<file path="config.mk">
export PLATFORM = sky130hd
export DESIGN_NAME = dbrq_fifo
export DESIGN_NICKNAME = d
export VERILOG_FILES = /design/src/hw/rtl/dbrq_pkg.sv /design/src/hw/rtl/dbrq_fifo.sv
export SDC_FILE = /design/constraint.sdc
export NUM_CORES = 1
export LEC_CHECK = 0
export ABC_AREA = 1
export BUFFER_PORTS_ARGS = -buffer_cell sky130_fd_sc_hd__buf_2
export CORE_AREA = 2 2 92 94
export DETAILED_ROUTE_END_ITERATION = 16
export DIE_AREA = 0 0 94 96
export GPL_ROUTABILITY_DRIVEN = 0
export PLACE_DENSITY = 0.75
export RECOVER_POWER = 50
export SLEW_MARGIN = 10
export SYNTH_ARGS = -nofsm -noshare
export SYNTH_HDL_FRONTEND = slang
export SYNTH_SLANG_ARGS = --single-unit
</file>
<file path="constraint.sdc">
create_clock -name aclk -period 4.5 [get_ports aclk]
set_clock_uncertainty 0.2 [all_clocks]
set_input_delay 0.9 -clock aclk [delete_from_list [all_inputs] [get_ports aclk]]
set_output_delay 0.9 -clock aclk [all_outputs]
set_load 0.01 [all_outputs]
</file>
<file path="src/hw/rtl/dbrq_pkg.sv">
// Shared constants, codes and the queue word type of the depth bucket render queue.
`default_nettype none
package dbrq_pkg;
    localparam int DEPTH_BUCKETS_DEF = 100;
    localparam int CAPACITY_DEF      = 64;

    localparam int ID_W       = 16;
    localparam int POS_W      = 32;
    localparam int ROT_W      = 16;
    localparam int KIND_W     = 2;
    localparam int BUCKET_W   = 7;   // width of the depth_bucket result field
    localparam int BKT_MAX_W  = 8;   // enough for the largest bucket count
    localparam int CFG_ADDR_W = 3;
    localparam int CFG_DATA_W = 32;
    localparam int S_TDATA_W  = 112;
    localparam int M_TDATA_W  = 24;

    localparam int DIFF_W  = 33;
    localparam int COEF_W  = 21;
    localparam int MUL_B_W = 18;
    localparam int PROD_W  = COEF_W + MUL_B_W;
    localparam int SUM_W   = 34;
    localparam int ACC_W   = 56;

    localparam int FIFO_DEPTH = 4;
    localparam int FIFO_AW    = 2;

    localparam logic OP_ADD   = 1'b0;
    localparam logic OP_FLUSH = 1'b1;

    localparam logic [KIND_W-1:0] KIND_ACK   = 2'd0;
    localparam logic [KIND_W-1:0] KIND_NODE  = 2'd1;
    localparam logic [KIND_W-1:0] KIND_EMPTY = 2'd2;

    localparam logic [CFG_ADDR_W-1:0] REG_CAM_POS_X = 3'd0;
    localparam logic [CFG_ADDR_W-1:0] REG_CAM_POS_Y = 3'd1;
    localparam logic [CFG_ADDR_W-1:0] REG_CAM_POS_Z = 3'd2;
    localparam logic [CFG_ADDR_W-1:0] REG_CAM_ROT_W = 3'd3;
    localparam logic [CFG_ADDR_W-1:0] REG_CAM_ROT_X = 3'd4;
    localparam logic [CFG_ADDR_W-1:0] REG_CAM_ROT_Y = 3'd5;
    localparam logic [CFG_ADDR_W-1:0] REG_CAM_ROT_Z = 3'd6;

    typedef struct packed {
        logic                 op;
        logic [ID_W-1:0]      node_id;
        logic [BKT_MAX_W-1:0] bucket;
    } cmd_t;
endpackage
`default_nettype wire

</file>
<file path="src/hw/rtl/dbrq_fifo.sv">
// Short command queue between the classifying front and the list back end.
`default_nettype none
module dbrq_fifo (
    input  wire                 aclk,
    input  wire                 aresetn,
    input  wire                 push,
    input  wire dbrq_pkg::cmd_t push_data,
    output logic                full,
    input  wire                 pop,
    output dbrq_pkg::cmd_t      pop_data,
    output logic                empty
);
    import dbrq_pkg::*;

    cmd_t               mem_reg [FIFO_DEPTH];
    logic [FIFO_AW-1:0] wr_reg, rd_reg;
    logic [FIFO_AW:0]   cnt_reg;

    assign full     = (cnt_reg == (FIFO_AW+1)'(FIFO_DEPTH));
    assign empty    = (cnt_reg == '0);
    assign pop_data = mem_reg[rd_reg];

    always_ff @(posedge aclk) begin
        if (push && !full) begin
            mem_reg[wr_reg] <= push_data;
        end
    end

    always_ff @(posedge aclk) begin
        if (!aresetn) begin
            wr_reg  <= '0;
            rd_reg  <= '0;
            cnt_reg <= '0;
        end else begin
            if (push && !full) begin
                wr_reg <= wr_reg + 1'b1;
            end
            if (pop && !empty) begin
                rd_reg <= rd_reg + 1'b1;
            end
            cnt_reg <= cnt_reg + (FIFO_AW+1)'(push && !full) - (FIFO_AW+1)'(pop && !empty);
        end
    end
endmodule
`default_nettype wire

</file>
==> summary.md <==
| Metric | Value |
|---|---|
| Layout cells sized above 1 | between 10% and 20% |
| Total clock sinks | 109 |
| Post-Syn Area | between 4000 and 5000 sq um |
| Yosys reg bits | between 100 and 150 |
| Skew-Pair Late Insertion Delay | ~0.36 ns |
| Vias in the first global route | approximately 2,500 |
| First-pass GRT wire length | 11,900 um |
| Rows | 33 |
| Max IR drop VDD | between 0.3 and 0.4 mV |
| CP cell instances | inv_4 > nor2_1 > o22ai_1 > buf_2 |
| Pwr per Cell Area | between 500 and 600 nW/um^2 |
| Reg2reg setup slack | 1.86 ns |
| Slew @ Worst Pin | around 1.5 ns |
| Sequential area share after synthesis | around 74% |
| Layout Area Growth over Synthesis | 11.2% |
| DP HPWL | around 4500 um |
| Register-to-Register Path Depth | 5 |
| Synth Area in Simple Gates | under 10% |
| Total GRT Usage | 17.6% |
| Final worst-path cycle share | 75.8% |
| Synth top cells by count | 100 x edfxtp_1, 62 x nor2_1, 25 x o21ai_1, 25 x o22ai_1, 20 x o21ai_2 |
| DR WL/cell | between 15 and 20 um |
| CTS clk-pin slew, worst paths | 0.10 ns |
| EDFF count, synth | 100 |
| Worst Setup End Kind | output port |
| Num ports | 56 |
| Slowest cell on crit path | dfxtp_2 |
| Post-synthesis compound-gate area fraction | between 10% and 20% |
| Largest net degree at the start of global routing | 52 |
| Critical Path Fanout Max | 51 |
| Detailed Routing Iterations Pass 1 | 4 |
| Final worst setup slack | roughly 1.1 ns |
| Top cell type by total area after synthesis | edfxtp_1 |
| RR Startpoint | cnt_reg[1]$_SDFF_PN0_ |
| H-tree depth | 3 |
| Post-cts resize count | 0 |
| GRT overflow | 0 |
| Die extent in x | around 94 um |
| Syn avg cell area | about 14 sq um |
| Final setup TNS | 0 ns |
| Fmax | roughly 300 MHz |
| Synth Area in Adders | 2.22% |
| Post-synth net total | between 300 and 400 |
| Critical Path Max Stage Delay | ~0.93 ns |
| Reg-to-reg critical path endpoint | mem_reg[0][24]$_DFFE_PP_ |
| Worst slew margin | -2.77% |
| Routed vias/inst | 5.32 |
| Clock Tree Root | clkbuf_8 |
| P_leak | 1.69 nW |
| TritonCTS clock tree | done |
| DIE HEIGHT | between 90 and 100 um |
| # diodes | 0 |
| Drc violations | 0 |
| Xor/xnor share of the synthesized area | 0% |
| Setup Buffers After CTS | 0 |
| Hold Buf Count CTS | 0 |
| Synth top area cells | edfxtp_1 70%, nor2_1 5.4%, dfxtp_1 4.2%, o21ai_2 4.1%, o22ai_1 3.6% |
| Critical Path RT | between 3 and 4 ns |
| Worst hold path class | reg2reg |
| Setup crit start kind | flip-flop |
| Initial detailed-routing violation count | 136 |
| Final min period | 3.41 ns |
| Share of the synthesized area in the top cell type | 70.0% |
| Unique cell type count in the Yosys netlist | 18 |
| Gate Count Post-Synth | 310 |
| ANT nets after route | 0 |
| Port Buffer Count | 55 |
| Failing checks | max-capacitance violations, max-slew violations |
| Largest family of logic cells by synthesized area | compound AO/OA/AOI/OAI gates |
| Primary FF master, synth | edfxtp_1 |
| Nets | around 400 |
| Hold Vio Cnt, Final | 0 |
| Top delay family on crit path | flip-flops |
| Worst path arrival time | 2.31 ns |
| Max-cap violations | 1 |
| Final Max Slew Viols | 26 |
| Kind of critical path | reg2out |
| Outcome | finished with violations |
| Wirelength, routed | 7450 um |
| Count leader, synth | edfxtp_1 |
| Critical Path End | pop_data[15] |
| Core area | just over 8000 sq um |
| Worst path bufs/invs | 2 |
| Vias post-DR | 2,525 |
| Post-place setup slack | approximately 1.4 ns |
| Critical Path Stages | 4 |
| Ys async rst share | 0% |
| RSZ-0062 raised after global routing | false |
| Setup violators final | 0 |
| Post-synthesis mux area share | 0% |
| Starting Density | between 50% and 60% |
| CTS buffer count | 9 |
| Initial antenna violation count | 0 |
| CTS max path bufs | 2 |
| Number of flip-flops in the largest register | 100 |
| Die area | roughly 9000 sq um |
| Synth warn | 0 |
==> how the worst min path moves through the flow <==
stage                                       from                     end  slack [ns]  cells past startpoint
after floorplan           rd_reg[0]$_SDFFE_PN0P_               flip-flop        0.25                      2
after global placement    rd_reg[0]$_SDFFE_PN0P_  rd_reg[0]$_SDFFE_PN0P_        0.26                      2
after detailed placement  rd_reg[0]$_SDFFE_PN0P_               flip-flop        0.29                      2
after CTS                 rd_reg[0]$_SDFFE_PN0P_  rd_reg[0]$_SDFFE_PN0P_        0.31                      2
after global routing      rd_reg[0]$_SDFFE_PN0P_  rd_reg[0]$_SDFFE_PN0P_        0.35                      2
final                     rd_reg[0]$_SDFFE_PN0P_  rd_reg[0]$_SDFFE_PN0P_        0.31                      2
==> worst min-delay path, cell delays in order, from the launching register on <==
cell,delay [ns]
dfxtp_1,0.35
a21oi_1,0.06
nor2_1,0.08
==> layout by cell type, fill, tap and decap left out <==
cell       instances
edfxtp_1         100
inv_2              1
o21ai_1           25
nand2_1           14
dfxtp_2            1
nor2_2             4
inv_6              1
a21oi_1            5
clkinv_4           3
clkinv_2           1
nand3_1            4
o21ai_2           20
dfxtp_1            8
inv_1             17
buf_4              2
fa_1               1
clkbuf_1          28
o22ai_1           25
ha_1               6
inv_4              1
o21ai_0            5
buf_2             29
clkinv_1           1
clkbuf_8           9
bufinv_16          1
nor2_1            58
==> cell type report <==
| class | count | area [sq um] |
|---|---|---|
| clock inverters | 7 | 73.8 |
| multi-input cells | 167 | 917 |
| flip-flops and latches | 109 | 3180 |
| fillers | 661 | 3280 |
| inverters | 19 | 73.8 |
| repair buffers | 59 | 265 |
| well taps | 105 | 131 |
| clock buffers | 9 | 124 |
==> layer usage <==
metal / track usage (%) / up-vias / wire [um]
met3: 4.62 / 2 / 367
met5: 0 / - / 0
met2: 30.4 / 58 / 3910
li1: - / 1229 / -
met4: 6.76 / 0 / 31
met1: 21.3 / 1236 / 3140
==> power by group <==
| group | switching (mW) | internal, mW | leakage (nW) | total [mW] |
|---|---|---|---|---|
| sequential | 0.0852 | 1.24 | 0.990 | 1.32 |
| clock | 0.320 | 0.260 | 0.101 | 0.579 |
| combinational | 0.394 | 0.223 | 0.599 | 0.617 |
| total | 0.799 | 1.72 | 1.69 | 2.52 |
==> kinds of logic after synthesis <==
logic type | after synthesis
flip-flops | 109
AO/OA/AOI/OAI | 80
adder cells (fa/ha/maj) | 7
buffers and inverters | 34
AND/OR/NAND/NOR | 80
==> through the flow <==
step                      hold WS (ns)  utilization [%]  cell area (sq um)  total power [mW]  instances
after floorplan                  0.248                -               4290              1.78        310
after global placement           0.263             57.3               4610              1.96        459
after detailed placement         0.288             57.3               4610              1.98        459
after CTS                        0.314             59.7               4810              2.55        475
after global routing             0.350             59.2               4770              2.67        475
final                            0.311             59.2               4770              2.52        475
Note: power is estimated with default switching activity, not from simulation.
