<file path="src/hw/rtl/dbrq_pkg.sv">
// Shared constants, codes and the queue word type of the depth bucket render queue.
`default_nettype none
package dbrq_pkg;
    localparam int DEPTH_BUCKETS_DEF = 100;
    localparam int CAPACITY_DEF      = 64;

    localparam int ID_W       = 16;
    localparam int POS_W      = 32;
    localparam int ROT_W      = 16;
    localparam int KIND_W     = 2;
    localparam int BUCKET_W   = 7;   // width of the depth_bucket result field
    localparam int BKT_MAX_W  = 8;   // enough for the largest bucket count
    localparam int CFG_ADDR_W = 3;
    localparam int CFG_DATA_W = 32;
    localparam int S_TDATA_W  = 112;
    localparam int M_TDATA_W  = 24;

    localparam int DIFF_W  = 33;
    localparam int COEF_W  = 21;
    localparam int MUL_B_W = 18;
    localparam int PROD_W  = COEF_W + MUL_B_W;
    localparam int SUM_W   = 34;
    localparam int ACC_W   = 56;

    localparam int FIFO_DEPTH = 4;
    localparam int FIFO_AW    = 2;

    localparam logic OP_ADD   = 1'b0;
    localparam logic OP_FLUSH = 1'b1;

    localparam logic [KIND_W-1:0] KIND_ACK   = 2'd0;
    localparam logic [KIND_W-1:0] KIND_NODE  = 2'd1;
    localparam logic [KIND_W-1:0] KIND_EMPTY = 2'd2;

    localparam logic [CFG_ADDR_W-1:0] REG_CAM_POS_X = 3'd0;
    localparam logic [CFG_ADDR_W-1:0] REG_CAM_POS_Y = 3'd1;
    localparam logic [CFG_ADDR_W-1:0] REG_CAM_POS_Z = 3'd2;
    localparam logic [CFG_ADDR_W-1:0] REG_CAM_ROT_W = 3'd3;
    localparam logic [CFG_ADDR_W-1:0] REG_CAM_ROT_X = 3'd4;
    localparam logic [CFG_ADDR_W-1:0] REG_CAM_ROT_Y = 3'd5;
    localparam logic [CFG_ADDR_W-1:0] REG_CAM_ROT_Z = 3'd6;

    typedef struct packed {
        logic                 op;
        logic [ID_W-1:0]      node_id;
        logic [BKT_MAX_W-1:0] bucket;
    } cmd_t;
endpackage
`default_nettype wire

</file>
<file path="src/hw/rtl/dbrq_front.sv">
// Front end: camera registers, rotation coefficients and bucket classification.
`default_nettype none
module dbrq_front #(
    parameter int DEPTH_BUCKETS = dbrq_pkg::DEPTH_BUCKETS_DEF
) (
    input  wire                              aclk,
    input  wire                              aresetn,
    input  wire                              cfg_we,
    input  wire  [dbrq_pkg::CFG_ADDR_W-1:0]  cfg_addr,
    input  wire  [dbrq_pkg::CFG_DATA_W-1:0]  cfg_wdata,
    input  wire                              s_tvalid,
    output logic                             s_tready,
    input  wire  [dbrq_pkg::S_TDATA_W-1:0]   s_tdata,
    input  wire                              s_tuser,
    output logic                             q_push,
    output dbrq_pkg::cmd_t                   q_data,
    input  wire                              q_full
);
    import dbrq_pkg::*;

    localparam logic [2:0] F_IDLE = 3'd0;
    localparam logic [2:0] F_COEF = 3'd1;
    localparam logic [2:0] F_CFIN = 3'd2;
    localparam logic [2:0] F_MUL  = 3'd3;
    localparam logic [2:0] F_BKT  = 3'd4;
    localparam logic [2:0] F_PUSH = 3'd5;

    localparam logic [3:0] COEF_STEPS = 4'd8;
    localparam logic [3:0] MUL_STEPS  = 4'd6;
    localparam logic [1:0] DST_ACC    = 2'd3;

    logic [2:0] state_reg;
    logic [3:0] cnt_reg;
    logic       dirty_reg;

    logic signed [POS_W-1:0]  cam_x_reg, cam_y_reg, cam_z_reg;
    logic signed [ROT_W-1:0]  rot_w_reg, rot_x_reg, rot_y_reg, rot_z_reg;
    logic signed [COEF_W-1:0] cx_reg, cy_reg, cz_reg;
    logic signed [DIFF_W-1:0] dx_reg, dy_reg, dz_reg;
    logic signed [SUM_W-1:0]  s1_reg, s2_reg, s3_reg;
    logic signed [ACC_W-1:0]  acc_reg;
    logic signed [PROD_W-1:0] prod_reg;
    logic                     pv_reg, pneg_reg, psh_reg;
    logic [1:0]               pdst_reg;
    cmd_t                     cmd_reg;

    logic signed [COEF_W-1:0]  mul_a;
    logic signed [MUL_B_W-1:0] mul_b;
    logic                      issue, step_neg, step_sh;
    logic [1:0]                step_dst;
    logic signed [DIFF_W-1:0]  d_sel;
    logic signed [COEF_W-1:0]  c_sel;
    logic signed [ACC_W-1:0]   prod_ext, t_val;
    logic [ACC_W-31:0]         t_hi;
    logic [BKT_MAX_W-1:0]      bkt;
    logic                      accept;

    function automatic logic signed [COEF_W-1:0] rx(input logic signed [ROT_W-1:0] v);
        rx = COEF_W'(v);
    endfunction
    function automatic logic signed [MUL_B_W-1:0] ry(input logic signed [ROT_W-1:0] v);
        ry = MUL_B_W'(v);
    endfunction

    assign s_tready = (state_reg == F_IDLE) && !dirty_reg;
    assign accept   = s_tvalid && s_tready;
    assign q_push   = (state_reg == F_PUSH) && !q_full;
    assign q_data   = cmd_reg;

    // Operand selection for the shared multiplier.
    always_comb begin
        mul_a    = '0;
        mul_b    = '0;
        step_dst = DST_ACC;
        step_neg = 1'b0;
        step_sh  = 1'b0;
        issue    = 1'b0;
        d_sel    = dx_reg;
        c_sel    = cx_reg;
        if (state_reg == F_COEF && cnt_reg < COEF_STEPS) begin
            issue = 1'b1;
            case (cnt_reg[2:0])
                3'd0: begin mul_a = rx(rot_x_reg); mul_b = ry(rot_z_reg); step_dst = 2'd0; end
                3'd1: begin mul_a = rx(rot_w_reg); mul_b = ry(rot_y_reg); step_dst = 2'd0; end
                3'd2: begin mul_a = rx(rot_y_reg); mul_b = ry(rot_z_reg); step_dst = 2'd1; end
                3'd3: begin
                    mul_a = rx(rot_w_reg); mul_b = ry(rot_x_reg); step_dst = 2'd1;
                    step_neg = 1'b1;
                end
                3'd4: begin mul_a = rx(rot_w_reg); mul_b = ry(rot_w_reg); step_dst = 2'd2; end
                3'd5: begin
                    mul_a = rx(rot_x_reg); mul_b = ry(rot_x_reg); step_dst = 2'd2;
                    step_neg = 1'b1;
                end
                3'd6: begin
                    mul_a = rx(rot_y_reg); mul_b = ry(rot_y_reg); step_dst = 2'd2;
                    step_neg = 1'b1;
                end
                default: begin mul_a = rx(rot_z_reg); mul_b = ry(rot_z_reg); step_dst = 2'd2; end
            endcase
        end else if (state_reg == F_MUL && cnt_reg < MUL_STEPS) begin
            issue = 1'b1;
            case (cnt_reg[2:1])
                2'd0:    begin c_sel = cx_reg; d_sel = dx_reg; end
                2'd1:    begin c_sel = cy_reg; d_sel = dy_reg; end
                default: begin c_sel = cz_reg; d_sel = dz_reg; end
            endcase
            mul_a   = c_sel;
            step_sh = cnt_reg[0];
            mul_b   = cnt_reg[0] ? {{2{d_sel[DIFF_W-1]}}, d_sel[DIFF_W-1:17]}
                                 : {1'b0, d_sel[16:0]};
        end
    end

    assign prod_ext = ACC_W'(prod_reg);
    assign t_val    = -acc_reg;
    assign t_hi     = t_val[ACC_W-1:30];

    always_comb begin
        if (t_val[ACC_W-1] || t_val == '0) begin
            bkt = '0;
        end else if (t_hi > (ACC_W-30)'(DEPTH_BUCKETS - 1)) begin
            bkt = BKT_MAX_W'(DEPTH_BUCKETS - 1);
        end else begin
            bkt = BKT_MAX_W'(t_hi);
        end
    end

    // Multiply into the product register, then accumulate it in the next cycle.
    always_ff @(posedge aclk) begin
        prod_reg <= mul_a * mul_b;
        pdst_reg <= step_dst;
        pneg_reg <= step_neg;
        psh_reg  <= step_sh;
        if (state_reg == F_IDLE && dirty_reg) begin
            s1_reg <= '0;
            s2_reg <= '0;
            s3_reg <= '0;
        end else if (pv_reg) begin
            case (pdst_reg)
                2'd0: s1_reg <= s1_reg + SUM_W'(prod_reg);
                2'd1: s2_reg <= pneg_reg ? s2_reg - SUM_W'(prod_reg) : s2_reg + SUM_W'(prod_reg);
                2'd2: s3_reg <= pneg_reg ? s3_reg - SUM_W'(prod_reg) : s3_reg + SUM_W'(prod_reg);
                default: acc_reg <= acc_reg + (psh_reg ? (prod_ext <<< 17) : prod_ext);
            endcase
        end
        if (accept) begin
            cmd_reg.op      <= s_tuser;
            cmd_reg.node_id <= s_tdata[15:0];
            cmd_reg.bucket  <= '0;
            dx_reg  <= DIFF_W'($signed(s_tdata[47:16])) - DIFF_W'(cam_x_reg);
            dy_reg  <= DIFF_W'($signed(s_tdata[79:48])) - DIFF_W'(cam_y_reg);
            dz_reg  <= DIFF_W'($signed(s_tdata[111:80])) - DIFF_W'(cam_z_reg);
            acc_reg <= '0;
        end
        if (state_reg == F_BKT) begin
            cmd_reg.bucket <= bkt;
        end
    end

    always_ff @(posedge aclk) begin
        if (!aresetn) begin
            state_reg <= F_IDLE;
            cnt_reg   <= '0;
            pv_reg    <= 1'b0;
            dirty_reg <= 1'b0;
            cam_x_reg <= '0;
            cam_y_reg <= '0;
            cam_z_reg <= '0;
            rot_w_reg <= 16'sd16384;
            rot_x_reg <= '0;
            rot_y_reg <= '0;
            rot_z_reg <= '0;
            cx_reg    <= '0;
            cy_reg    <= '0;
            cz_reg    <= 21'sd16384;
        end else begin
            pv_reg <= issue;
            if (cfg_we) begin
                case (cfg_addr)
                    REG_CAM_POS_X: cam_x_reg <= cfg_wdata;
                    REG_CAM_POS_Y: cam_y_reg <= cfg_wdata;
                    REG_CAM_POS_Z: cam_z_reg <= cfg_wdata;
                    REG_CAM_ROT_W: begin rot_w_reg <= cfg_wdata[15:0]; dirty_reg <= 1'b1; end
                    REG_CAM_ROT_X: begin rot_x_reg <= cfg_wdata[15:0]; dirty_reg <= 1'b1; end
                    REG_CAM_ROT_Y: begin rot_y_reg <= cfg_wdata[15:0]; dirty_reg <= 1'b1; end
                    REG_CAM_ROT_Z: begin rot_z_reg <= cfg_wdata[15:0]; dirty_reg <= 1'b1; end
                    default: ;
                endcase
            end
            case (state_reg)
                F_IDLE: begin
                    cnt_reg <= '0;
                    if (dirty_reg && !cfg_we) begin
                        state_reg <= F_COEF;
                    end else if (accept) begin
                        state_reg <= (s_tuser == OP_FLUSH) ? F_PUSH : F_MUL;
                    end
                end
                F_COEF: begin
                    cnt_reg <= cnt_reg + 1'b1;
                    if (cnt_reg == COEF_STEPS) begin
                        state_reg <= F_CFIN;
                    end
                end
                F_CFIN: begin
                    // floor(2s / 2^14) for the cross terms, floor(s / 2^14) for cz
                    cx_reg    <= COEF_W'(s1_reg >>> 13);
                    cy_reg    <= COEF_W'(s2_reg >>> 13);
                    cz_reg    <= COEF_W'(s3_reg >>> 14);
                    dirty_reg <= 1'b0;
                    state_reg <= F_IDLE;
                end
                F_MUL: begin
                    cnt_reg <= cnt_reg + 1'b1;
                    if (cnt_reg == MUL_STEPS) begin
                        state_reg <= F_BKT;
                    end
                end
                F_BKT:  state_reg <= F_PUSH;
                F_PUSH: begin
                    if (!q_full) begin
                        state_reg <= F_IDLE;
                    end
                end
                default: state_reg <= F_IDLE;
            endcase
        end
    end
endmodule
`default_nettype wire

</file>
<file path="config.mk">
export PLATFORM = sky130hd
export DESIGN_NAME = dbrq_front
export DESIGN_NICKNAME = d
export VERILOG_FILES = /design/src/hw/rtl/dbrq_pkg.sv /design/src/hw/rtl/dbrq_front.sv
export SDC_FILE = /design/constraint.sdc
export NUM_CORES = 2
export LEC_CHECK = 0
export BUFFER_PORTS_ARGS = -buffer_cell sky130_fd_sc_hd__buf_2
export CAP_MARGIN = 20
export CORE_MARGIN = 1.5
export CORE_UTILIZATION = 64
export DETAILED_ROUTE_END_ITERATION = 16
export PLACE_DENSITY = 0.82
export SETUP_SLACK_MARGIN = 0.02
export SLEW_MARGIN = 5
export SYNTH_ARGS = -nofsm -noshare
export SYNTH_HDL_FRONTEND = slang
export SYNTH_SLANG_ARGS = --single-unit
</file>
<file path="constraint.sdc">
create_clock -name aclk -period 10.74 [get_ports aclk]
set_input_delay 1.074 -clock aclk [delete_from_list [all_inputs] [get_ports aclk]]
set_output_delay 1.074 -clock aclk [all_outputs]
set_load 0.02 [all_outputs]
</file>
==> results.md <==
- Seq cells post-synth: 556
- Synth Cell Area: 48820 um2
- Largest net degree at the start of global routing: 125
- Pwr/cell area: 209.3 nW/um2
- Die Wd: 279.2 um
- Synth warn: 0
- Max-slew violations: 0
- Antenna violations before repair: 6
- Top-count cell post-synth: nand2_1
- # Max-Cap Violations: 0
- GR Overflow Total: 0
- Post-Syn Nets: 6740
- Worst slew pin tran: 1148 ps
- Die area: 77940 um2
- Layout cell share with drive strength beyond 1: 0.07909
- Number of buffers and inverters on the critical path: 8
- DRT iter0 DRCs: 4031
- RSZ-0062 raised after global routing: false
- Mapped Cells: 5848
- Critical Path Start Type: flop
- Largest register FFs: 56
- Clk_skew: 41.31 ps
- GRT Total Usage: 0.3601
- Total Wirelength: 140700 um
- CTS tree: done
- DPL Wire Length: 106600 um
- DRT Pass-1 Iters: 8
- Fillers: 6115
- Top cells by count, synth: nand2_1, inv_1, dfxtp_1, fa_1, a21oi_1
- Count of final setup violators: 0
- Post-layout min period: 9585 ps
- CP max FO: 18
- Number of synthesized flops with an enable pin: 124
- Htree depth: 2
- DR vias/cell: 6.052
- Post-Route Utilization: 0.6974
- Status: finished, final reports clean
- Arrival time at the worst endpoint: 10160 ps
- Delay-heaviest family, CP: adder cells
- Number of nets in the layout: 6809
- Post-synth top area cell: dfxtp_1
- Final period utilization: 0.8924
- Remaining DRCs: 0
- CTS buffer count: 60
- Placed cell area: 50620 um2
- Routability congestion estimate: 0.9957
- Slew HR: 0.2344
- Core Region: 75700 um2
- Maximum VDD drop: 0.0001569 V
- CTS root buf: clkbuf_16
- CP Capture Type: flop
- Slowest cell on crit path: dfxtp_2
- CTS Hold Bufs: 0
- Avg WL per Cell: 20.25 um
- IO Port Bufs: 179
- Vias in the first global route: 40440
- Ys flop type: dfxtp_1
- Clock-pin transition on the worst setup and hold timing paths: 60 ps
- Post-synth ARST share: 0
- Final total power: 11.05 mW
- Antenna Violating Nets Remaining: 0
- Ports: 180
- Hold Crit Class: reg -> reg
- Total Neg Setup Slack: 0 ps
- Post-Syn Area per Cell: 8.347 um2
- # rows: 101
- Worst Path Required: 11320 ps
- Critical Path Max Stage Delay: 560 ps
- Die height: 279.2 um
- Bufs on Longest Clock Path: 3
- Layout overhead on the synthesized area: 8.135%
- Register area share after synthesis: 0.2534
- Post-CTS setup buffers: 0
- LEAKAGE: 22.94 nW
- Worst Setup Path Type: reg -> reg
- Total clock sinks: 556
- Vias: 42070
- Resized cells post-CTS: 0
- Yosys cell types: 93
- Initial Util: 0.6449
- Synth top area cells: dfxtp_1, fa_1, ha_1, nand2_1, edfxtp_1
- F_max: 104.3 MHz
- Worst skew pair latency: 680 ps
- First-pass GRT wire length: 221200 um
- Final instance area: 52790 um2
- Endpoints failing hold: 0
- Post-synth top area share: 0.1772
## tightest hold or removal path: stages, from the launching register on
cell,delay (ps)
dfxtp_1,310
nand2_1,50
a21oi_1,50
## per-stage QoR
step / hold slack [ps] / setup slack (ps) / std cells
2_1_floorplan: 436.2 / 794.7 / 5848
3_3_place_gp: 443.1 / 1372 / 6829
3_5_place_dp: 451.6 / 1299 / 6830
4_1_cts: 460.2 / 1288 / 6943
5_1_grt: 471.5 / 734.0 / 6947
6_report: 458.6 / 1155 / 6951
## final timing paths
| check | startpoint | to | slack (ps) | cells past startpoint |
|---|---|---|---|---|
| worst min-delay path | s1_reg[9]$_SDFFE_PP0P_ | s1_reg[9]$_SDFFE_PP0P_ | 460 | 2 |
| worst max-delay path | cnt_reg[1]$_SDFFE_PN0P_ | prod_reg[28]$_DFF_P_ | 1160 | 32 |
| worst max register to register | cnt_reg[1]$_SDFFE_PN0P_ | prod_reg[28]$_DFF_P_ | 1160 | 32 |
| worst min register to register | s1_reg[9]$_SDFFE_PP0P_ | s1_reg[9]$_SDFFE_PP0P_ | 460 | 2 |
## cell type report
class | count | area, um2 | share of cell area
Multi-Input combinational cell | 4404 | 33170 | 0.6284
Sequential cell | 556 | 12380 | 0.2344
Inverter | 642 | 2415 | 0.04575
Clock buffer | 90 | 1795 | 0.03401
Timing Repair Buffer | 253 | 1466 | 0.02778
Tap cell | 978 | 1224 | 0.02318
Clock inverter | 23 | 326.6 | 0.006186
Antenna cell | 5 | 12.51 | 0.0002370
## layer usage
layer | global-route usage | vias to the layer above | wire length (um)
li1 | - | 19780 | -
met1 | 0.4817 | 19980 | 57810
met2 | 0.5628 | 1945 | 62290
met3 | 0.07916 | 358 | 13990
met4 | 0.1548 | 4 | 6617
met5 | 0 | - | 27
## logic make-up after synthesis
kind of cell,synth area share
simple gates,0.1802
compound gates,0.1777
fa+ha+maj,0.2486
mux,0.02430
flops,0.2534
other cells,0.00007682
buf+inv,0.06833
xor+xnor,0.04734
## cells in the final DEF, fill, tap and decap left out, drive strengths merged, types with 62 or more instances in the layout
| cell type | n |
|---|---|
| a21oi | 385 |
| nor3 | 78 |
| clkbuf | 90 |
| nor2b | 67 |
| ha | 354 |
| nand2 | 1136 |
| buf | 253 |
| edfxtp | 124 |
| nand3 | 94 |
| nor2 | 269 |
| a21o | 132 |
| fa | 385 |
| and3 | 75 |
| and2 | 69 |
| xnor2 | 184 |
| a21boi | 265 |
| nand2b | 62 |
| xor2 | 79 |
| o21ai | 204 |
| dfxtp | 432 |
| inv | 641 |
## report_power, final
part | internal (mW) | total, mW | switching, mW
Sequential | 2.59 | 2.97 | 0.384
Combinational | 2.27 | 5.87 | 3.60
Clock | 1.28 | 2.21 | 0.927
Total | 6.14 | 11.0 | 4.91
(Power assumes the default switching activity.)
