**config.mk**
```make
export PLATFORM = sky130hd
export DESIGN_NAME = dbrq_back
export DESIGN_NICKNAME = d
export VERILOG_FILES = /design/src/hw/rtl/dbrq_pkg.sv /design/src/hw/rtl/dbrq_back.sv
export SDC_FILE = /design/constraint.sdc
export NUM_CORES = 2
export LEC_CHECK = 0
export BUFFER_PORTS_ARGS = -buffer_cell sky130_fd_sc_hd__buf_2
export CAP_MARGIN = 40
export CORE_ASPECT_RATIO = 0.6
export CORE_MARGIN = 4
export CORE_UTILIZATION = 43
export CTS_BUF_LIST = sky130_fd_sc_hd__clkbuf_4 sky130_fd_sc_hd__clkbuf_8
export DETAILED_ROUTE_END_ITERATION = 8
export MAX_ROUTING_LAYER = met4
export REMOVE_ABC_BUFFERS = 1
export SETUP_SLACK_MARGIN = 0.3
export SLEW_MARGIN = 20
export SYNTH_ARGS = -nofsm -noshare
export SYNTH_HDL_FRONTEND = slang
export SYNTH_SLANG_ARGS = --single-unit
```
**constraint.sdc**
```tcl
create_clock -name aclk -period 16.6 [get_ports aclk]
set_input_delay 3.32 -clock aclk [delete_from_list [all_inputs] [get_ports aclk]]
set_output_delay 3.32 -clock aclk [all_outputs]
set_load 0.02 [all_outputs]
```
**src/hw/rtl/dbrq_pkg.sv**
```systemverilog
// Shared constants, codes and the queue word type of the depth bucket render queue.
`default_nettype none
package dbrq_pkg;
    localparam int DEPTH_BUCKETS_DEF = 100;
    localparam int CAPACITY_DEF      = 64;

    localparam int ID_W       = 16;
    localparam int POS_W      = 32;
    localparam int ROT_W      = 16;
    localparam int KIND_W     = 2;
    localparam int BUCKET_W   = 7;   // width of the depth_bucket result field
    localparam int BKT_MAX_W  = 8;   // enough for the largest bucket count
    localparam int CFG_ADDR_W = 3;
    localparam int CFG_DATA_W = 32;
    localparam int S_TDATA_W  = 112;
    localparam int M_TDATA_W  = 24;

    localparam int DIFF_W  = 33;
    localparam int COEF_W  = 21;
    localparam int MUL_B_W = 18;
    localparam int PROD_W  = COEF_W + MUL_B_W;
    localparam int SUM_W   = 34;
    localparam int ACC_W   = 56;

    localparam int FIFO_DEPTH = 4;
    localparam int FIFO_AW    = 2;

    localparam logic OP_ADD   = 1'b0;
    localparam logic OP_FLUSH = 1'b1;

    localparam logic [KIND_W-1:0] KIND_ACK   = 2'd0;
    localparam logic [KIND_W-1:0] KIND_NODE  = 2'd1;
    localparam logic [KIND_W-1:0] KIND_EMPTY = 2'd2;

    localparam logic [CFG_ADDR_W-1:0] REG_CAM_POS_X = 3'd0;
    localparam logic [CFG_ADDR_W-1:0] REG_CAM_POS_Y = 3'd1;
    localparam logic [CFG_ADDR_W-1:0] REG_CAM_POS_Z = 3'd2;
    localparam logic [CFG_ADDR_W-1:0] REG_CAM_ROT_W = 3'd3;
    localparam logic [CFG_ADDR_W-1:0] REG_CAM_ROT_X = 3'd4;
    localparam logic [CFG_ADDR_W-1:0] REG_CAM_ROT_Y = 3'd5;
    localparam logic [CFG_ADDR_W-1:0] REG_CAM_ROT_Z = 3'd6;

    typedef struct packed {
        logic                 op;
        logic [ID_W-1:0]      node_id;
        logic [BKT_MAX_W-1:0] bucket;
    } cmd_t;
endpackage
`default_nettype wire

```
**src/hw/rtl/dbrq_back.sv**
```systemverilog
// Back end: per-bucket linked lists, flush walk and the output register.
`default_nettype none
module dbrq_back #(
    parameter int DEPTH_BUCKETS = dbrq_pkg::DEPTH_BUCKETS_DEF,
    parameter int CAPACITY      = dbrq_pkg::CAPACITY_DEF
) (
    input  wire                             aclk,
    input  wire                             aresetn,
    input  wire                             q_empty,
    input  wire dbrq_pkg::cmd_t             q_data,
    output logic                            q_pop,
    output logic                            m_tvalid,
    input  wire                             m_tready,
    output logic [dbrq_pkg::M_TDATA_W-1:0]  m_tdata,
    output logic [dbrq_pkg::KIND_W-1:0]     m_tuser,
    output logic                            m_tlast
);
    import dbrq_pkg::*;

    localparam int BKT_W = $clog2(DEPTH_BUCKETS);
    localparam int IDX_W = (CAPACITY > 1) ? $clog2(CAPACITY) : 1;
    localparam int CNT_W = $clog2(CAPACITY + 1);

    localparam logic [2:0] B_IDLE = 3'd0;
    localparam logic [2:0] B_ADD  = 3'd1;
    localparam logic [2:0] B_SCAN = 3'd2;
    localparam logic [2:0] B_HT   = 3'd3;
    localparam logic [2:0] B_NODE = 3'd4;
    localparam logic [2:0] B_END  = 3'd5;

    logic [IDX_W-1:0] head_mem [DEPTH_BUCKETS];
    logic [IDX_W-1:0] tail_mem [DEPTH_BUCKETS];
    logic [IDX_W-1:0] link_mem [CAPACITY];
    logic [ID_W-1:0]  slot_mem [CAPACITY];

    logic [DEPTH_BUCKETS-1:0] valid_reg;
    logic [2:0]               state_reg;
    logic [CNT_W-1:0]         used_reg, n_reg;
    logic [BKT_W-1:0]         b_reg, add_b_reg;
    logic [ID_W-1:0]          add_id_reg;
    logic [IDX_W-1:0]         head_rd_reg, tail_rd_reg, link_rd_reg, cur_s_reg, cur_tail_reg;
    logic [ID_W-1:0]          slot_rd_reg;
    logic                     pend_valid_reg;
    logic [ID_W-1:0]          pend_id_reg;
    logic [BKT_W-1:0]         pend_b_reg;

    logic                     out_valid_reg, out_last_reg, out_ok_reg;
    logic [KIND_W-1:0]        out_kind_reg;
    logic [ID_W-1:0]          out_id_reg;
    logic [BUCKET_W-1:0]      out_b_reg;

    logic             out_free, store_full, emit, node_go, slot_re;
    logic [BKT_W-1:0] bkt_raddr, q_bkt;
    logic [IDX_W-1:0] slot_raddr, used_idx;

    assign out_free   = !out_valid_reg || m_tready;
    assign store_full = (used_reg == CNT_W'(CAPACITY));
    assign q_bkt      = q_data.bucket[BKT_W-1:0];
    assign used_idx   = used_reg[IDX_W-1:0];
    assign q_pop      = (state_reg == B_IDLE) && !q_empty && out_free;
    assign bkt_raddr  = (state_reg == B_IDLE) ? q_bkt : b_reg;
    assign node_go    = (state_reg == B_NODE) && (!pend_valid_reg || out_free);
    assign slot_re    = (state_reg == B_HT) || (node_go && cur_s_reg != cur_tail_reg);
    assign slot_raddr = (state_reg == B_HT) ? head_rd_reg : link_rd_reg;
    assign emit       = out_free && (
                            (q_pop && q_data.op == OP_ADD && store_full) ||
                            (state_reg == B_ADD) ||
                            (node_go && pend_valid_reg) ||
                            (state_reg == B_END));

    assign m_tvalid = out_valid_reg;
    assign m_tdata  = {out_ok_reg, out_b_reg, out_id_reg};
    assign m_tuser  = out_kind_reg;
    assign m_tlast  = out_last_reg;

    // Memories: registered reads, one write port each.
    always_ff @(posedge aclk) begin
        head_rd_reg <= head_mem[bkt_raddr];
        tail_rd_reg <= tail_mem[bkt_raddr];
        if (slot_re) begin
            slot_rd_reg <= slot_mem[slot_raddr];
            link_rd_reg <= link_mem[slot_raddr];
        end
        if (state_reg == B_ADD) begin
            slot_mem[used_idx]  <= add_id_reg;
            tail_mem[add_b_reg] <= used_idx;
            if (!valid_reg[add_b_reg]) begin
                head_mem[add_b_reg] <= used_idx;
            end else begin
                link_mem[tail_rd_reg] <= used_idx;
            end
        end
    end

    // Output word.
    always_ff @(posedge aclk) begin
        if (emit) begin
            out_last_reg <= 1'b1;
            out_ok_reg   <= 1'b1;
            out_kind_reg <= KIND_NODE;
            if (state_reg == B_IDLE) begin
                out_kind_reg <= KIND_ACK;
                out_id_reg   <= q_data.node_id;
                out_b_reg    <= BUCKET_W'(q_bkt);
                out_ok_reg   <= 1'b0;
            end else if (state_reg == B_ADD) begin
                out_kind_reg <= KIND_ACK;
                out_id_reg   <= add_id_reg;
                out_b_reg    <= BUCKET_W'(add_b_reg);
            end else if (pend_valid_reg) begin
                out_id_reg   <= pend_id_reg;
                out_b_reg    <= BUCKET_W'(pend_b_reg);
                out_last_reg <= (state_reg == B_END);
            end else begin
                out_kind_reg <= KIND_EMPTY;
                out_id_reg   <= '0;
                out_b_reg    <= '0;
                out_ok_reg   <= 1'b0;
            end
        end
        if (q_pop) begin
            add_id_reg <= q_data.node_id;
            add_b_reg  <= q_bkt;
        end
        if (state_reg == B_HT) begin
            cur_s_reg    <= head_rd_reg;
            cur_tail_reg <= tail_rd_reg;
        end else if (slot_re) begin
            cur_s_reg <= link_rd_reg;
        end
        if (node_go) begin
            pend_id_reg <= slot_rd_reg;
            pend_b_reg  <= b_reg;
        end
    end

    always_ff @(posedge aclk) begin
        if (!aresetn) begin
            state_reg      <= B_IDLE;
            valid_reg      <= '0;
            used_reg       <= '0;
            n_reg          <= '0;
            b_reg          <= '0;
            pend_valid_reg <= 1'b0;
            out_valid_reg  <= 1'b0;
        end else begin
            if (emit) begin
                out_valid_reg <= 1'b1;
            end else if (m_tready) begin
                out_valid_reg <= 1'b0;
            end
            case (state_reg)
                B_IDLE: begin
                    if (q_pop) begin
                        b_reg <= '0;
                        n_reg <= '0;
                        if (q_data.op == OP_FLUSH) begin
                            state_reg <= B_SCAN;
                        end else if (!store_full) begin
                            state_reg <= B_ADD;
                        end
                    end
                end
                B_ADD: begin
                    valid_reg[add_b_reg] <= 1'b1;
                    used_reg             <= used_reg + 1'b1;
                    state_reg            <= B_IDLE;
                end
                B_SCAN: begin
                    if (n_reg == CNT_W'(CAPACITY)) begin
                        state_reg <= B_END;
                    end else if (valid_reg[b_reg]) begin
                        state_reg <= B_HT;
                    end else if (b_reg == BKT_W'(DEPTH_BUCKETS - 1)) begin
                        state_reg <= B_END;
                    end else begin
                        b_reg <= b_reg + 1'b1;
                    end
                end
                B_HT: state_reg <= B_NODE;
                B_NODE: begin
                    if (node_go) begin
                        pend_valid_reg <= 1'b1;
                        n_reg          <= n_reg + 1'b1;
                        if (n_reg == CNT_W'(CAPACITY - 1)) begin
                            state_reg <= B_END;
                        end else if (cur_s_reg == cur_tail_reg) begin
                            if (b_reg == BKT_W'(DEPTH_BUCKETS - 1)) begin
                                state_reg <= B_END;
                            end else begin
                                b_reg     <= b_reg + 1'b1;
                                state_reg <= B_SCAN;
                            end
                        end
                    end
                end
                B_END: begin
                    if (out_free) begin
                        valid_reg      <= '0;
                        used_reg       <= '0;
                        pend_valid_reg <= 1'b0;
                        state_reg      <= B_IDLE;
                    end
                end
                default: state_reg <= B_IDLE;
            endcase
        end
    end

    a_used_bound: assert property (@(posedge aclk) disable iff (!aresetn)
        used_reg <= CNT_W'(CAPACITY))
        else $error("used count beyond capacity");
    a_flush_clears: assert property (@(posedge aclk) disable iff (!aresetn)
        (state_reg == B_END && out_free) |=> (used_reg == '0 && valid_reg == '0))
        else $error("flush end did not clear the store");
    a_pend_walk: assert property (@(posedge aclk) disable iff (!aresetn)
        pend_valid_reg |-> (state_reg == B_SCAN || state_reg == B_HT ||
                            state_reg == B_NODE || state_reg == B_END))
        else $error("pending node outside a flush walk");
endmodule
`default_nettype wire

```
==> run_results.csv <==
group,metric,value,unit
critical_path,required,13.28,ns
pwr,seqPwrFrac,45.7,%
detailed_routing,vias,71458,
detailed_routing,dr.max_layer_used,"met4",
synthesis,netlist.area_leader.share,71.1,%
clocking,cts_buffer_depth,4,
synthesis,async_reset_ff_share,0,%
finish,top_register,"slot_mem",
clocking,htreeDepth,5,
global_routing,grt_pass1_wl,465,mm
synthesis,yosysSeqAreaShare,73.5,%
floorplan,initial_core_util,43.3,%
pwr,p_sw_share,32.2,%
clocking,postCtsSetupBuffers,0,
pwr,ir_drop,0.144,mV
place,place_congestion,0.933,
timing,final.min_clock_period,7.81,ns
global_routing,grt_pass1_vias,66902,
timing,worstMarginPinSlew,1.12,ns
detailed_routing,drc_errors,0,
timing,period_share,47.0,%
timing,finalHoldViolations,0,
timing,rsz0062_at_grt,"no",
detailed_routing,wl_met3,42.2,mm
finish,layoutNonFillerInstCount,12168,
critical_path,reg2reg_slack,10.64,ns
detailed_routing,vias_per_cell,5.87,
floorplan,floorplan.rows,146,
timing,finalSetupViolations,0,
synthesis,synth_ff_type,"edfxtp_1",
place,place_inst,11321,
clocking,numCtsBuffers,417,
synthesis,synth_warnings,0,
timing,finClkSkew,0.0966,ns
pwr,p_clk_share,30.7,%
pwr,p_int,0.0123,W
finish,top_regs,"slot_mem (1024), head_mem (600), tail_mem (600)",
hold_path,hold_path_class,"flip-flop to flip-flop",
critical_path,end_kind,"output port",
critical_path,worst_path_max_delay_cell,"buf_4",
detailed_routing,wirelength,324,mm
timing,relSlewSlack,25.4,%
clocking,cts-resized-gates,0,
finish,drive_gt1_share,16.5,%
critical_path,critical_path_buf_inv_count,4,
critical_path,critPathKind,"input port to output port",
finish,final_util,48.7,%
detailed_routing,met1_length,146,mm
flow_run,cap_violations,0,
global_routing,grt_overflow_total,0,
synthesis,synth-edff-count,2715,
finish,num-nets-final,8301,
global_routing,grtUsageTotal,23.5,%
place,hpwl,198,mm
detailed_routing,avgRoutedWirePerCell,26.6,um
finish,syn_to_final_growth,12.5,%
critical_path,worstPathCellList,"buf_2 -> nor2b_1 -> buf_4 -> nor3_2 -> buf_4 -> buf_2",
clocking,path_clk_slew,0.06,ns
synthesis,syn_inst,7899,
timing,finalSetupTns,0,ns
critical_path,critPathLaunchType,"input port",
detailed_routing,detail-route-antenna-nets,0,
clocking,insertion_delay,1.01,ns
pwr,p_comb_share,23.6,%
pwr,p_sw,0.00583,W
synthesis,ys_ff_latch,2853,
global_routing,grt_max_degree,198,
detailed_routing,route.met2.wl,129,mm
clocking,clock_sinks,2853,
synthesis,yosysMostFrequentCell,"edfxtp_1",
floorplan,io_pins,58,
timing,maxSlewViolCount,0,
clocking,hold_buffers,0,
critical_path,path_delay_family,"buffers and inverters",
synthesis,yosys.cell_types.count,82,
detailed_routing,first_pass_iters,6,
floorplan,die_area,275000,um2
floorplan,dieWidth,675,um
synthesis,ys_top_cells_by_area,"edfxtp_1 71%, nand2_1 5.3%, mux2i_1 3.8%",
detailed_routing,drt-initial-drc-count,10413,
place,port_buffers,56,
clocking,clockRootBuffer,"clkbuf_8",
pwr,p_leak,45.4,nW
finish,largest_register_ffs,1024,
timing,max_freq,128,MHz
clocking,cts_tree,"built",
run_status,status,"finished, final reports clean",
synthesis,yosys-top-cells-count,"2715 x edfxtp_1, 1622 x nand2_1, 538 x nand3_1, 481 x nor2_1, 437 x mux2i_1",
synthesis,yosysTopAreaCell,"edfxtp_1",
critical_path,cpPeakStageDelay,0.35,ns
critical_path,crit_fanout,18,
floorplan,die_y,408,um
global_routing,antenna_found_initial,28,
pwr,power_density,141,nW/um2
synthesis,syn_area_per_cell,14.5,um2
synthesis,syn_area,115000,um2
floorplan,core,265000,um2
critical_path,cp.arrival,4.49,ns
## cells by family (layout without fill, tap and decap cells)
kind of cell / count (synthesis) / count (layout) / share of synthesized area (%)
AO/OA/AOI/OAI: 728 / 728 / 4.81
XOR/XNOR: 15 / 15 / 0.115
adder cells (fa/ha/maj): 5 / 5 / 0.0546
buffers and inverters: 570 / 1271 / 2.35
flip-flops: 2853 / 2853 / 73.5
multiplexers: 631 / 631 / 7.46
other: 0 / 16 / 0
AND/OR/NAND/NOR: 3097 / 3097 / 11.7
## power groups by stage
stage / logic, W / registers, W / clock network, W
2_1_floorplan: 0.00277 / 0.00857 / 0
6_report: 0.00429 / 0.00828 / 0.00556
4_1_cts: 0.00413 / 0.00828 / 0.00565
5_1_grt: 0.00450 / 0.00828 / 0.00599
3_3_place_gp: 0.00396 / 0.00844 / 0
3_5_place_dp: 0.00413 / 0.00843 / 0
## through the flow
step / hold WS [ns] / setup WS [ns] / area [um2] / total power [W]
2_1_floorplan: 0.400 / -29.80 / 112000 / 0.0113
3_3_place_gp: 0.402 / 8.17 / 119000 / 0.0124
3_5_place_dp: 0.405 / 8.40 / 120000 / 0.0126
4_1_cts: 0.420 / 8.78 / 128000 / 0.0181
5_1_grt: 0.422 / 8.74 / 129000 / 0.0188
6_report: 0.420 / 8.79 / 129000 / 0.0181
## worst reg2reg max path, stage by stage (launching register included)
cell and delay (ns):
dfxtp_1 0.30, buf_4 0.33, nand3b_1 0.66, mux2i_4 0.33, buf_4 0.65, buf_12 0.66
buf_4 1.04, nand2_1 0.14, and3_1 0.19, a311oi_1 0.32, a311oi_1 0.10, o32ai_2 0.78
or3_1 0.29
## placed cells by master, fill, tap and decap left out, types with 14 or more instances in the layout
cell	count
a211oi_1	45
a21oi_1	98
a221oi_1	18
a22oi_1	23
a311oi_1	284
a31oi_1	16
and3_1	163
buf_12	16
buf_16	22
buf_2	175
buf_4	241
clkbuf_2	14
clkbuf_4	137
clkbuf_8	450
clkinv_1	99
clkinv_2	49
dfxtp_1	129
diode_2	16
edfxtp_1	2715
inv_1	25
mux2i_1	435
mux4_2	177
nand2_1	1619
nand3_1	534
nand3b_1	17
nand4_1	17
nor2_1	464
nor2_2	14
nor2b_1	18
nor3_1	134
nor4_1	23
o21ai_0	35
o21ai_1	24
o22ai_1	41
o31ai_1	41
o32ai_1	17
or3_1	26
## worst paths after layout
| check | depth (start not counted) | start | to |
|---|---|---|---|
| max | 6 | m_tready | q_pop |
| min | 0 | slot_rd_reg[13]$_DFFE_PP_ | pend_id_reg[13]$_DFFE_PN_ |
| max reg2reg | 12 | state_reg[2]$_SDFFE_PN0P_ | slot_rd_reg[1]$_DFFE_PP_ |
| min reg2reg | 0 | slot_rd_reg[13]$_DFFE_PP_ | pend_id_reg[13]$_DFFE_PN_ |
## layout make-up
type                            count  area (um2)
Inverter                           29         126
Fill cell                       22330      136000
Timing Repair Buffer              490        3970
Antenna cell                       16        40.0
Sequential cell                  2853       84300
Tap cell                         3552        4440
Clock buffer                      587        7220
Clock inverter                    165         882
Multi-Input combinational cell   4476       28000
## per-layer routing
metal  vias to the layer above  global-route usage [%]
met5                         -                       -
met4                         0                    5.30
met3                       485                    7.12
met2                      3970                    29.7
met1                     36226                    36.5
li1                      30777                       -
No activity file was read; power rests on OpenSTA's default activity.
